## src/rtl/iael_pkg.sv

```systemverilog
package iael_pkg;

  localparam int MeasWidth   = 24;
  localparam int CountWidth  = 24;
  localparam int NumStatus   = 5;
  localparam int SumWidth    = 48;
  localparam int TimeWidth   = 32;
  localparam int StatusWidth = 3;
  localparam int CfgIdxWidth = 3;
  localparam int CfgDatWidth = 32;

  localparam logic [CfgIdxWidth-1:0] CfgWindowStart  = 3'd0;
  localparam logic [CfgIdxWidth-1:0] CfgWindowEnd    = 3'd1;
  localparam logic [CfgIdxWidth-1:0] CfgAvgInterval  = 3'd2;
  localparam logic [CfgIdxWidth-1:0] CfgStatusMask   = 3'd3;
  localparam logic [CfgIdxWidth-1:0] CfgExtremesOnly = 3'd4;

  localparam logic [1:0] KindAverage  = 2'd0;
  localparam logic [1:0] KindExtremes = 2'd1;
  localparam logic [1:0] KindNoData   = 2'd2;

  localparam logic signed [MeasWidth-1:0] MeasMax = {1'b0, {(MeasWidth-1){1'b1}}};
  localparam logic signed [MeasWidth-1:0] MeasMin = {1'b1, {(MeasWidth-1){1'b0}}};

  typedef struct packed {
    logic                   command;
    logic [TimeWidth-1:0]   timestamp;
    logic signed [MeasWidth-1:0] temp_outside;
    logic signed [MeasWidth-1:0] temp_inside;
    logic signed [MeasWidth-1:0] temp_mirror;
    logic signed [MeasWidth-1:0] wind_vel;
    logic signed [MeasWidth-1:0] pressure;
    logic signed [MeasWidth-1:0] humidity;
    logic [StatusWidth-1:0] record_status;
  } in_word_t;

  typedef struct packed {
    logic [1:0]             kind;
    logic [TimeWidth-1:0]   mid_time;
    logic [1:0]             channel;
    logic signed [MeasWidth-1:0] value_a;
    logic signed [MeasWidth-1:0] value_b;
    logic signed [MeasWidth-1:0] value_c;
    logic signed [MeasWidth-1:0] value_d;
    logic signed [MeasWidth-1:0] value_e;
    logic signed [MeasWidth-1:0] value_f;
    logic [StatusWidth-1:0] majority_status;
    logic                   last;
  } out_word_t;

  typedef struct packed {
    logic [CfgIdxWidth-1:0] index;
    logic [CfgDatWidth-1:0] data;
  } cfg_word_t;

  // Handshake between the sequencer and the divider.
  typedef struct packed {
    logic start;
    logic busy;
  } div_ctrl_t;

endpackage

```

## src/rtl/iael_if.sv

```systemverilog
interface iael_in_if (input logic clk_i);
  logic valid;
  logic ready;
  iael_pkg::in_word_t word;
  modport source (output valid, output word, input ready);
  modport sink (input valid, input word, output ready);
endinterface

interface iael_out_if (input logic clk_i);
  logic valid;
  logic ready;
  iael_pkg::out_word_t word;
  modport source (output valid, output word, input ready);
  modport sink (input valid, input word, output ready);
endinterface

interface iael_cfg_if (input logic clk_i);
  logic valid;
  logic ready;
  iael_pkg::cfg_word_t word;
  modport source (output valid, output word, input ready);
  modport sink (input valid, input word, output ready);
endinterface

```

## src/rtl/interval_average_extremes_logger.sv

```systemverilog
// Sequence: a record that closes an interval is screened, the status votes are compared,
// six averages are divided in turn on one shared divider, and the average word is emitted.
// Other records are only screened; an end word gives its results from the end state, one a cycle
// while the output accepts them. Throughput: one word at a time; a closing record holds the input
// until its divisions on the single shared divider are done. Reset (rst_ni, asynchronous, active low)
// restores the register defaults and clears all run state.
module interval_average_extremes_logger (
  input logic clk_i,
  input logic rst_ni,
  iael_in_if.sink    in_if,
  iael_out_if.source out_if,
  iael_cfg_if.sink   cfg_if
);
  localparam int MW = iael_pkg::MeasWidth;
  localparam int SW = iael_pkg::SumWidth;
  localparam int CW = iael_pkg::CountWidth;
  localparam int NS = iael_pkg::NumStatus;

  // One-hot sequencer states.
  typedef enum logic [6:0] {
    StIdle   = 7'b0000001,
    StRecord = 7'b0000010,
    StVote   = 7'b0000100,
    StDivGo  = 7'b0001000,
    StDivRun = 7'b0010000,
    StEmit   = 7'b0100000,
    StEnd    = 7'b1000000
  } state_e;

  state_e state_q, state_d;

  // Configuration registers.
  logic [31:0] win_start_q, win_end_q, avg_int_q;
  logic [4:0] mask_q;
  logic ext_only_q;

  // Run state.
  logic open_q, any_q, stop_q;
  logic [31:0] begin_q, prev_q;
  logic signed [SW-1:0] sums_q [6];
  logic [CW-1:0] count_q;
  logic [CW-1:0] votes_q [NS];
  logic signed [MW-1:0] min_q [4];
  logic signed [MW-1:0] max_q [4];

  // Latched input word and working registers.
  iael_pkg::in_word_t word_q;
  logic [2:0] idx_q;
  logic [2:0] best_q;
  logic [CW-1:0] top_q;
  iael_pkg::out_word_t res_q;
  logic res_valid_q;

  logic signed [MW-1:0] meas [6];
  logic signed [MW-1:0] quo;
  logic div_busy;
  iael_pkg::div_ctrl_t div_ctrl;
  logic signed [SW-1:0] div_num;

  assign meas[0] = word_q.temp_outside;
  assign meas[1] = word_q.temp_inside;
  assign meas[2] = word_q.temp_mirror;
  assign meas[3] = word_q.wind_vel;
  assign meas[4] = word_q.pressure;
  assign meas[5] = word_q.humidity;

  assign div_num = sums_q[idx_q[2:0] > 3'd5 ? 3'd5 : idx_q];
  assign div_ctrl.start = (state_q == StDivGo);
  assign div_ctrl.busy = div_busy;

  iael_divider u_div (
    .clk_i      (clk_i),
    .rst_ni     (rst_ni),
    .ctrl_i     (div_ctrl),
    .dividend_i (div_num),
    .divisor_i  (count_q),
    .busy_o     (div_busy),
    .quotient_o (quo)
  );

  assign in_if.ready = (state_q == StIdle) && !res_valid_q;
  assign cfg_if.ready = 1'b1;
  assign out_if.valid = res_valid_q;
  assign out_if.word = res_q;

  logic in_acc, out_acc;
  assign in_acc = in_if.valid && in_if.ready;
  assign out_acc = out_if.valid && out_if.ready;

  // Record screening, evaluated on the latched word.
  logic st_ok, closes;
  logic signed [32:0] elapsed;
  always_comb begin
    st_ok = (word_q.record_status < 3'(NS)) && mask_q[word_q.record_status];
    elapsed = $signed({1'b0, word_q.timestamp}) - $signed({1'b0, begin_q});
    closes = open_q && (elapsed >= $signed({1'b0, avg_int_q}));
  end

  always_comb begin
    state_d = state_q;
    unique case (state_q)
      StIdle: begin
        if (in_acc) state_d = in_if.word.command ? StEnd : StRecord;
      end
      StRecord: begin
        if (!stop_q && word_q.timestamp >= win_start_q && word_q.timestamp <= win_end_q
            && st_ok && !ext_only_q && closes) state_d = StVote;
        else state_d = StIdle;
      end
      StVote: begin
        if (idx_q == 3'(NS - 1)) state_d = StDivGo;
      end
      StDivGo: state_d = StDivRun;
      StDivRun: begin
        if (!div_busy) state_d = (idx_q == 3'd5) ? StEmit : StDivGo;
      end
      StEmit: begin
        if (!res_valid_q) state_d = StRecord;
      end
      StEnd: begin
        if (out_acc && (out_if.word.last)) state_d = StIdle;
      end
      default: state_d = StIdle;
    endcase
  end

  always_ff @(posedge clk_i or negedge rst_ni) begin
    if (!rst_ni) begin
      state_q <= StIdle;
      win_start_q <= '0;
      win_end_q <= '1;
      avg_int_q <= 32'd1;
      mask_q <= 5'd31;
      ext_only_q <= 1'b0;
      open_q <= 1'b0;
      any_q <= 1'b0;
      stop_q <= 1'b0;
      begin_q <= '0;
      prev_q <= '0;
      count_q <= '0;
      res_valid_q <= 1'b0;
      idx_q <= '0;
      for (int i = 0; i < 6; i++) sums_q[i] <= '0;
      for (int i = 0; i < NS; i++) votes_q[i] <= '0;
      for (int i = 0; i < 4; i++) begin
        min_q[i] <= iael_pkg::MeasMax;
        max_q[i] <= iael_pkg::MeasMin;
      end
    end else begin
      state_q <= state_d;
      if (cfg_if.valid) begin
        unique case (cfg_if.word.index)
          iael_pkg::CfgWindowStart: win_start_q <= cfg_if.word.data;
          iael_pkg::CfgWindowEnd: win_end_q <= cfg_if.word.data;
          iael_pkg::CfgAvgInterval:
            avg_int_q <= (cfg_if.word.data == '0) ? 32'd1 : cfg_if.word.data;
          iael_pkg::CfgStatusMask: mask_q <= cfg_if.word.data[4:0];
          iael_pkg::CfgExtremesOnly: ext_only_q <= cfg_if.word.data[0];
          default: ;
        endcase
      end
      if (out_acc) res_valid_q <= 1'b0;

      unique case (state_q)
        StIdle: idx_q <= '0;
        StRecord: begin
          if (!stop_q && word_q.timestamp >= win_start_q) begin
            if (word_q.timestamp > win_end_q) stop_q <= 1'b1;
            else if (st_ok) begin
              if (!(!ext_only_q && closes)) begin
                // Accept the record: interval bookkeeping then extremes.
                any_q <= 1'b1;
                if (!ext_only_q) begin
                  if (!open_q) begin
                    open_q <= 1'b1;
                    begin_q <= word_q.timestamp;
                  end
                  prev_q <= word_q.timestamp;
                  if (count_q != '1) begin
                    for (int i = 0; i < 6; i++)
                      sums_q[i] <= sums_q[i] + SW'(meas[i]);
                    votes_q[word_q.record_status] <=
                      votes_q[word_q.record_status] + 1'b1;
                    count_q <= count_q + 1'b1;
                  end
                end
                for (int i = 0; i < 4; i++) begin
                  if (meas[i] > max_q[i]) max_q[i] <= meas[i];
                  if (meas[i] < min_q[i]) min_q[i] <= meas[i];
                end
              end
            end
          end
          idx_q <= '0;
        end
        StVote: begin
          // One vote compared per cycle; strict greater keeps the lower code.
          if (idx_q == '0 || votes_q[idx_q] > top_q) begin
            top_q <= votes_q[idx_q];
            best_q <= idx_q;
          end
          if (idx_q == '0 && votes_q[0] == '0) best_q <= '0;
          idx_q <= (idx_q == 3'(NS - 1)) ? '0 : idx_q + 1'b1;
        end
        StDivGo: ;
        StDivRun: begin
          if (!div_busy) begin
            unique case (idx_q)
              3'd0: res_q.value_a <= quo;
              3'd1: res_q.value_b <= quo;
              3'd2: res_q.value_c <= quo;
              3'd3: res_q.value_d <= quo;
              3'd4: res_q.value_e <= quo;
              default: res_q.value_f <= quo;
            endcase
            if (idx_q != 3'd5) idx_q <= idx_q + 1'b1;
          end
        end
        StEmit: begin
          if (!res_valid_q) begin
            res_q.kind <= iael_pkg::KindAverage;
            res_q.mid_time <= {1'b0, begin_q[31:1]} + {1'b0, prev_q[31:1]};
            res_q.channel <= '0;
            res_q.majority_status <= (top_q == '0) ? '0 : best_q;
            res_q.last <= 1'b0;
            res_valid_q <= 1'b1;
            begin_q <= word_q.timestamp;
            for (int i = 0; i < 6; i++) sums_q[i] <= '0;
            for (int i = 0; i < NS; i++) votes_q[i] <= '0;
            count_q <= '0;
            // The closing record is then folded in as an ordinary record.
            open_q <= 1'b1;
          end
        end
        StEnd: begin
          if (!res_valid_q || out_acc) begin
            if (!(out_acc && res_q.last)) begin
              res_valid_q <= 1'b1;
              res_q.mid_time <= '0;
              res_q.value_c <= '0;
              res_q.value_d <= '0;
              res_q.value_e <= '0;
              res_q.value_f <= '0;
              res_q.majority_status <= '0;
              if (!any_q) begin
                res_q.kind <= iael_pkg::KindNoData;
                res_q.channel <= '0;
                res_q.value_a <= '0;
                res_q.value_b <= '0;
                res_q.last <= 1'b1;
              end else begin
                res_q.kind <= iael_pkg::KindExtremes;
                res_q.channel <= idx_q[1:0];
                res_q.value_a <= min_q[idx_q[1:0]];
                res_q.value_b <= max_q[idx_q[1:0]];
                res_q.last <= (idx_q == 3'd3);
                idx_q <= idx_q + 1'b1;
              end
            end else begin
              // Final word taken: return the run state to its reset values.
              open_q <= 1'b0;
              any_q <= 1'b0;
              stop_q <= 1'b0;
              begin_q <= '0;
              prev_q <= '0;
              count_q <= '0;
              for (int i = 0; i < 6; i++) sums_q[i] <= '0;
              for (int i = 0; i < NS; i++) votes_q[i] <= '0;
              for (int i = 0; i < 4; i++) begin
                min_q[i] <= iael_pkg::MeasMax;
                max_q[i] <= iael_pkg::MeasMin;
              end
            end
          end
        end
        default: ;
      endcase
    end
  end

  always_ff @(posedge clk_i) begin
    if (in_acc) word_q <= in_if.word;
  end
endmodule

```

## src/rtl/iael_divider.sv

```systemverilog
// Restoring signed divider, one quotient bit per cycle, truncating toward zero.
module iael_divider (
  input  logic                                  clk_i,
  input  logic                                  rst_ni,
  input  iael_pkg::div_ctrl_t                   ctrl_i,
  input  logic signed [iael_pkg::SumWidth-1:0]  dividend_i,
  input  logic [iael_pkg::CountWidth-1:0]       divisor_i,
  output logic                                  busy_o,
  output logic signed [iael_pkg::MeasWidth-1:0] quotient_o
);
  localparam int W = iael_pkg::SumWidth;
  localparam int CntW = $clog2(W + 1);

  logic [W-1:0] quo_q, quo_d;
  logic [W:0] rem_q, rem_d;
  logic [iael_pkg::CountWidth-1:0] den_q, den_d;
  logic neg_q, neg_d;
  logic [CntW-1:0] cnt_q, cnt_d;
  logic busy_q, busy_d;
  logic [W:0] shifted;
  logic [W:0] trial;
  logic [W-1:0] neg_quo;

  always_comb begin
    quo_d = quo_q;
    rem_d = rem_q;
    den_d = den_q;
    neg_d = neg_q;
    cnt_d = cnt_q;
    busy_d = busy_q;
    shifted = {rem_q[W-1:0], quo_q[W-1]};
    trial = shifted - {{(W + 1 - iael_pkg::CountWidth){1'b0}}, den_q};
    if (ctrl_i.start) begin
      quo_d = dividend_i[W-1] ? (~dividend_i + 1'b1) : dividend_i;
      rem_d = '0;
      den_d = divisor_i;
      neg_d = dividend_i[W-1];
      cnt_d = CntW'(W);
      busy_d = 1'b1;
    end else if (busy_q) begin
      if (!trial[W]) begin
        rem_d = trial;
        quo_d = {quo_q[W-2:0], 1'b1};
      end else begin
        rem_d = shifted;
        quo_d = {quo_q[W-2:0], 1'b0};
      end
      cnt_d = cnt_q - 1'b1;
      if (cnt_q == CntW'(1)) busy_d = 1'b0;
    end
  end

  always_ff @(posedge clk_i or negedge rst_ni) begin
    if (!rst_ni) begin
      busy_q <= 1'b0;
      cnt_q <= '0;
    end else begin
      busy_q <= busy_d;
      cnt_q <= cnt_d;
    end
  end

  always_ff @(posedge clk_i) begin
    quo_q <= quo_d;
    rem_q <= rem_d;
    den_q <= den_d;
    neg_q <= neg_d;
  end

  assign neg_quo = ~quo_q + 1'b1;
  assign busy_o = busy_q;
  assign quotient_o = neg_q ? neg_quo[iael_pkg::MeasWidth-1:0]
                            : quo_q[iael_pkg::MeasWidth-1:0];
endmodule

```

## src/flat_wrapper.sv

```systemverilog
// flat-port wrapper written by rule: the top's interface ports become plain ports
module interval_average_extremes_logger_flat 
  (clk_i, rst_ni, in_if_valid, in_if_word, in_if_ready, out_if_valid, out_if_word, out_if_ready, cfg_if_valid, cfg_if_word, cfg_if_ready);
  iael_in_if in_if_i (.clk_i(clk_i));
  iael_out_if out_if_i (.clk_i(clk_i));
  iael_cfg_if cfg_if_i (.clk_i(clk_i));
  input logic clk_i;
  input logic rst_ni;
  input wire logic [$bits(in_if_i.valid)-1:0] in_if_valid;
  input wire logic [$bits(in_if_i.word)-1:0] in_if_word;
  output wire logic [$bits(in_if_i.ready)-1:0] in_if_ready;
  output wire logic [$bits(out_if_i.valid)-1:0] out_if_valid;
  output wire logic [$bits(out_if_i.word)-1:0] out_if_word;
  input wire logic [$bits(out_if_i.ready)-1:0] out_if_ready;
  input wire logic [$bits(cfg_if_i.valid)-1:0] cfg_if_valid;
  input wire logic [$bits(cfg_if_i.word)-1:0] cfg_if_word;
  output wire logic [$bits(cfg_if_i.ready)-1:0] cfg_if_ready;
  assign in_if_i.valid = in_if_valid;
  assign in_if_i.word = in_if_word;
  assign in_if_ready = in_if_i.ready;
  assign out_if_valid = out_if_i.valid;
  assign out_if_word = out_if_i.word;
  assign out_if_i.ready = out_if_ready;
  assign cfg_if_i.valid = cfg_if_valid;
  assign cfg_if_i.word = cfg_if_word;
  assign cfg_if_ready = cfg_if_i.ready;
  interval_average_extremes_logger u_core (.clk_i(clk_i), .rst_ni(rst_ni), .in_if(in_if_i), .out_if(out_if_i), .cfg_if(cfg_if_i));
endmodule
```

## config.mk

```make
export PLATFORM = sky130hd
export DESIGN_NAME = interval_average_extremes_logger_flat
export DESIGN_NICKNAME = d
export VERILOG_FILES = /design/src/rtl/iael_pkg.sv /design/src/rtl/iael_if.sv /design/src/rtl/interval_average_extremes_logger.sv /design/src/rtl/iael_divider.sv /design/src/flat_wrapper.sv
export SDC_FILE = /design/constraint.sdc
export NUM_CORES = 2
export LEC_CHECK = 0
export BUFFER_PORTS_ARGS = -buffer_cell sky130_fd_sc_hd__buf_2
export CORE_MARGIN = 5
export CORE_UTILIZATION = 40
export CTS_CLUSTER_DIAMETER = 50
export DETAILED_ROUTE_END_ITERATION = 8
export PLACE_DENSITY = 0.58
export SYNTH_ARGS = -nofsm -noshare
export SYNTH_HDL_FRONTEND = slang
export SYNTH_SLANG_ARGS = --single-unit
```

## constraint.sdc

```tcl
create_clock -name clk_i -period 5.7 [get_ports clk_i]
set_input_delay 1.425 -clock clk_i [delete_from_list [all_inputs] [get_ports clk_i]]
set_output_delay 1.425 -clock clk_i [all_outputs]
set_load 0.005 [all_outputs]
```

After elaboration in Yosys (flattened, before gate mapping)
Cells that the tools add are included.
{"block": "op_classes", "n_reduce_logical": 63, "eq_ne": 50, "bitwise": 6, "multipliers": 0, "div_mod_pow": 0, "add_sub_neg": 15, "magnitude_cmp": 21, "shifts": 0, "muxes": 158}
{"cell": "$mux 288", "n": 9}
{"cell": "$mux 96", "n": 12}
{"cell": "$mux 120", "n": 9}
{"cell": "$pmux 288 s3", "n": 1}
{"cell": "$mux 24", "n": 33}
{"cell": "$mux 32", "n": 15}
{"cell": "$pmux 96 s2", "n": 2}
{"cell": "$mux 184", "n": 2}
{"cell": "$pmux 120 s3", "n": 1}
{"cell": "$add 48x24->48", "n": 6}
{"cell": "$mux 48", "n": 6}
{"cell": "$pmux 144 s2", "n": 1}
{"cell": "$bmux 24 s3", "n": 2}
{"cell": "$bmux 48 s3", "n": 1}
{"cell": "$mux 144", "n": 1}
{"cell": "$bwmux 120", "n": 1}
{"cell": "$gt 24x24->1", "n": 5}
{"cell": "$bmux 24 s2", "n": 2}
{"cell": "$lt 24x24->1", "n": 4}
{"cell": "$pmux 32 s3", "n": 1}
{"cell": "$add 24x1->24 const B", "n": 3}
{"cell": "$demux 24 s3", "n": 1}
{"cell": "$pmux 24 s3", "n": 1}
{"cell": "$pmux 36 s2", "n": 1}
{"cell": "other kinds (69)", "n": 193}
{"block": "totals", "output_inout_bits": 187, "in_bits": 220, "ram_bits": 0, "wordCells": 373, "latchBits": 0, "ff_bits": 1322, "mem_bits_ro": 0, "n_memories": 0}

Logic depth before layout (Yosys ltp)
{"block": "depth", "ltp_word": 13, "depth_mapped": 29, "ltp_nobuf": 26}

Cells and area by module
A second synthesis with hierarchy kept.
{"block": "unflattened", "cells_unflattened": 8139, "hier_area_um2": 80950.1}
{"mod": "interval_average_extremes_logger", "cells_per_inst": 7196, "area_per_inst_um2": 72714.7, "seq_area_each_um2": 31974.4, "n_inst": 1}
{"mod": "iael_divider", "cells_per_inst": 943, "area_per_inst_um2": 8235.4, "seq_area_each_um2": 3328.2, "n_inst": 1}

Least setup slack after synthesis
Ideal clock, no wire load.
{"block": "synth_timing", "path_kind": "register -> register", "from": "reg u_core.idx_q[0]", "to": "reg u_core.top_q[0], enable pin", "setup_time_ns": 0.413, "period_less_slack_ns": 5.977, "required_ns": 5.287, "slack_ns": -0.277, "arrival_ns": 5.564, "path_stages_with_launch": 24, "path_buffers": 8, "cell_sequence": "dfrtp_1 > clkbuf_1 > buf_2 > buf_2 > buf_2 > buf_2 > buf_1 > buf_2 > buf_2 > mux4_2 > nand2_1 > nand2_1 > ha_1 > nor2b_1 > o21a_1 > o21a_1 > o21a_1 > o21a_1 > o21a_1 > o21a_1 > o21ai_0 > a21boi_0 > o21ai_0 > a21oi_1"}
{"block": "synth_via", "elab_chain_len": 7, "word_cells_on_any_way": 8, "classes_between": "order compare (1); mux (3); bitwise (1); reduce/logical (3)"}
{"item": "start: declaration", "line": "interval_average_extremes_logger.sv:48", "rtl": "logic [2:0] idx_q;"}
{"item": "start signal: assignment", "line": "interval_average_extremes_logger.sv:203", "rtl": "idx_q <= (idx_q == 3'(NS - 1)) ? '0 : idx_q + 1'b1;"}
{"item": "start signal: assignment", "line": "interval_average_extremes_logger.sv:216", "rtl": "if (idx_q != 3'd5) idx_q <= idx_q + 1'b1;"}
{"item": "start signal: assignment", "line": "interval_average_extremes_logger.sv:257", "rtl": "idx_q <= idx_q + 1'b1;"}
{"item": "$not 3->4 (not written as such)", "line": "interval_average_extremes_logger.sv:198", "rtl": "if (idx_q == '0 || votes_q[idx_q] > top_q) begin"}
{"item": "$bmux 24 s3", "line": "interval_average_extremes_logger.sv:198"}
{"item": "$mux 24 (not written as such) (2 in series)", "line": "interval_average_extremes_logger.sv:198"}
{"item": "$gt 24x24->1", "line": "interval_average_extremes_logger.sv:198"}
{"item": "$logic_or 1x1->1 *", "line": "interval_average_extremes_logger.sv:198"}
{"item": "$reduce_and 3->1 (no source line) *"}
{"item": "end signal: assignment", "line": "interval_average_extremes_logger.sv:199", "rtl": "top_q <= votes_q[idx_q];"}
{"item": "end: declaration", "line": "interval_average_extremes_logger.sv:50", "rtl": "logic [CW-1:0] top_q;"}
Every way passes the cells marked *; elsewhere a longest branch is shown, timed or not. The select of a mux whose other input is x is not followed.
A chain may end at the register's enable or synchronous reset.

Worst setup path in the final report
{"block": "layout_timing", "from": "reg u_core.word_q[147] (netlist name)", "to": "reg u_core.min_q[72] (netlist name)"}
{"block": "layout_via", "elab_chain_len": 6, "word_cells_on_any_way": 11, "classes_between": "add/sub (1); order compare (3); eq/ne (3); reduce/logical (4)"}
{"item": "start: declaration", "line": "interval_average_extremes_logger.sv:47", "rtl": "iael_pkg::in_word_t word_q;"}
{"item": "start signal: assignment", "line": "interval_average_extremes_logger.sv:282", "rtl": "if (in_acc) word_q <= in_if.word;"}
{"item": "$sub 32x32->33", "line": "interval_average_extremes_logger.sv:95", "rtl": "elapsed = $signed({1'b0, word_q.timestamp}) - $signed({1'b0, begin_q});"}
{"item": "$ge 33x33->1", "line": "interval_average_extremes_logger.sv:96", "rtl": "closes = open_q && (elapsed >= $signed({1'b0, avg_int_q}));"}
{"item": "$logic_and 1x1->1", "line": "interval_average_extremes_logger.sv:96"}
{"item": "$logic_and 1x1->1", "line": "interval_average_extremes_logger.sv:170", "rtl": "if (!(!ext_only_q && closes)) begin"}
{"item": "$ne 2x2->1 (no source line)"}
{"item": "$reduce_and 8->1 (no source line) *"}
{"item": "end signal: indexed assignment", "line": "interval_average_extremes_logger.sv:146", "rtl": "min_q[i] <= iael_pkg::MeasMax;"}
{"item": "end signal: indexed assignment", "line": "interval_average_extremes_logger.sv:270", "rtl": "min_q[i] <= iael_pkg::MeasMax;"}
{"item": "end: declaration", "line": "interval_average_extremes_logger.sv:43", "rtl": "logic signed [MW-1:0] min_q [4];"}
Every way passes the cells marked *; elsewhere a longest branch is shown, timed or not.

==> reports/results.txt <==
RSZ-0062 raised after global routing: yes
first drt pass iteration count: 6
first-pass GRT wire length: 421.0 mm
WP buf/inv: 9
gr usage total: 25.18%
CP Launch Type: flop
relative slew slack: 9.704%
Syn Nets: 9349
post-synthesis mux area share: 7.249%
Worst Tran Pin Value: 1.340 ns
routed wl met3: 17.26 mm
CTS tree: done
vias after detailed routing: 68890
min-delay src: u_core.prev_q[26]$_DFFE_PN0P_
main combinational cell family by area after synthesis: compound AO/OA/AOI/OAI gates
critical path's top delay family: compound AO/OA/AOI/OAI gates
Top Layer Used: met5
simple-gate share of the synthesized area: 12.75%
Num CTS Buffers: 191
Slew Limit Fails: 0
First DRT Iteration DRCs: 6167
CTS clk-pin slew, worst paths: 0.06 ns
gr ovfl total: 0
CTS Hold Buffers Added: 0
failing checks: negative setup slack
Setup Crit Path Kind: reg -> reg
ys flop type: dfrtp_1
pre-CTS setup slack: -0.4523 ns
Initial Utilization: 40.12%
P per Cell Area: 553.0 mW/mm2
Routed WL: 284.0 mm
fin crit share: 102.7%
Synth area leader: dfrtp_1
RR Endpoint: u_core.min_q[72]$_DFFE_PN1P_
Crit-path slowest cell: or4_4
remaining antenna violation count: 0
H-tree depth: 4
YS warnings: 0
leakage power: 44.64 nW
CP Max Fanout: 16
r2r setup slk: -0.15 ns
clock net sink count: 1321
Placement Rows: 167
Synth Area in Compound Gates: 18.27%
Worst Hold Class: reg -> reg
initial antenna violation count: 13
Seq/Total Area, Yosys: 42.54%
maximum resistive drop on vdd: 0.0003915 V
Yosys reg bits: 1321
layout cells sized above 1: 18.22%
drt wl/cell: 23.85 um
post-synthesis cell type count: 108
Post-synth top cells: nand2_1, ha_1, dfrtp_1
Yosys top cell area share: 20.35%
io pins: 407
Final Wtd Congestion: 0.9372
Port Buffer Count: 405
Worst Clk Skew: 0.06062 ns
Synth Area in Adders: 10.59%
Avg Cell Area, Syn: 9.842 um2
Hold Vio Cnt, Final: 0
Met2 Routed Length: 131.3 mm
status: finished, violations left
Cell Area, Placed: 0.08986 mm2
post-route insts no fill: 11910
dpl cells: 11460
final setup violation count: 390
reg2reg path depth: 30
DRC viols: 0
nets: 9947
Hold Path Depth: 2
clock buffer depth: 3
maxcap violations: 0
number of synthesized flops with an enable pin: 463
Setup crit start: u_core.word_q[147]$_DFFE_PP_
Crit. End Element: flop
Arr. time, crit path: 6.62 ns
Die Footprint: 0.2167 mm2
Min Clock Period, post-route: 5.853 ns
die width: 465.5 um
CP Data Required Time: 6.46 ns
Core ar.: 0.2069 mm2
met1 wire length: 122.7 mm
CTS Root Buffer Type: clkbuf_16
Synth Instances: 8432
fmax: 170.8 MHz
final instance area: 0.09905 mm2
most common cell in the netlist: nand2_1
Post-Synth XOR/XNOR Area: 4.369%
Layout area overhead: 19.35%
CP peak stage delay: 0.54 ns
Mapped Area: 0.08299 mm2
reg-to-reg critical path startpoint: u_core.word_q[147]$_DFFE_PP_
fin worst setup slack: -0.1532 ns
dpl hpwl: 208.2 mm
DIE HEIGHT: 465.5 um
clk_lat worst skew: 0.86 ns
WHS Endpoint: u_core.prev_q[26]$_DFFE_PN0P_
Crit path depth: 30
ys async rst share: 61.32%
vias in the first global route: 67110
vias per cell: 5.786
dominant cells by area after synthesis: dfrtp_1, edfxtp_1, ha_1, nand2_1, dfstp_2
largest net degree at the start of global routing: 173
==> kinds of logic after synthesis <==
logic type,count (synthesis)
adders and majority gates,697
AOI/OAI and AO/OA,2340
buffers and inverters,901
muxes,444
xor gates and xnor gates,414
and+or+nand+nor,2314
DFF,1321
other,1
==> stage by stage <==
stage | hold slack, ns | power (mW) | utilization, % | TNS, ns
global placement | 0.4643 | 39.74 | 43.44 | -176.80
finish | 0.4878 | 54.77 | 47.88 | -21.00
detailed placement | 0.4706 | 40.24 | 43.44 | -191.36
global route | 0.5099 | 58.14 | 47.88 | -139.68
CTS | 0.4724 | 53.72 | 47.32 | -21.13
floorplan | 0.4231 | 32.01 | - | 0
==> routing by layer <==
metal	up-vias	GRT usage [%]
li1	32030	-
met1	34000	34.22
met2	2335	40.63
met3	528	3.637
met4	4	9.970
met5	-	0
==> worst max-delay path by stage <==
| stage | end | slack (ns) |
|---|---|---|
| floorplan | u_core.sums_q[10]$_DFFE_PN0P_ | 0.01 |
| global placement | u_core.sums_q[4]$_DFFE_PN0P_ | -0.42 |
| CTS | u_core.min_q[3]$_DFFE_PN1P_ | -0.15 |
| global route | u_core.sums_q[136]$_DFFE_PN0P_ | -0.36 |
| detailed placement | u_core.sums_q[8]$_DFFE_PN0P_ | -0.45 |
| finish | u_core.min_q[72]$_DFFE_PN1P_ | -0.15 |
==> timing repair <==
action                                  4_1_cts  5_1_grt
endpoints found under the setup margin      687      688
buffers inserted                             35       23
cloned                                       20        8
resized for setup                           160      251
pin swaps                                    42       62
==> registers in the layout, summed over array words and instances (netlist names), 31 cells and up <==
name / cells
u_core.min_q: 96
u_core.meas: 144
u_core.win_start_q: 32
u_core.word_q: 35
u_core.max_q: 96
u_core.u_div.quo_q: 48
u_core.out_if.word: 184
u_core.prev_q: 31
u_core.begin_q: 32
u_core.avg_int_q: 32
u_core.sums_q: 288
u_core.win_end_q: 32
u_core.votes_q: 120
u_core.u_div.rem_q: 48
==> area by class of cell <==
type	count	area, um2
tap	2704	3383
inverter	523	1973
multi-input combinational	6212	45470
fill	19100	107800
clock inverter	136	1533
timing repair buffer	781	6299
antenna	3	7.507
clock buffer	226	5076
sequential	1321	35310
==> worst min-delay path: stages (launching register included) <==
cell and delay (ns):
dfrtp_1 0.34, nand2_1 0.05, o21ai_0 0.06
==> cell usage in the layout, fill, tap and decap left out, types with 182 or more instances in the layout <==
cell	netlist	routed
xor2_1	182	182
xnor2_1	232	232
a21oi_1	502	490
nor2_1	438	433
buf_2	46	405
a21o_1	325	324
o21ai_0	616	520
inv_1	521	518
edfxtp_1	463	463
clkbuf_16	0	204
ha_1	688	687
buf_4	12	245
nand2_1	1111	1089
o31ai_1	223	185
mux2i_1	295	290
dfrtp_1	675	671
==> where the power goes <==
group	internal [mW]	switching [mW]	total [mW]	leakage [nW]
Clock	7.22	5.02	12.2	3.20
Sequential	12.7	2.67	15.4	14.1
Combinational	11.3	15.8	27.1	27.4
(Power assumes the default switching activity.)
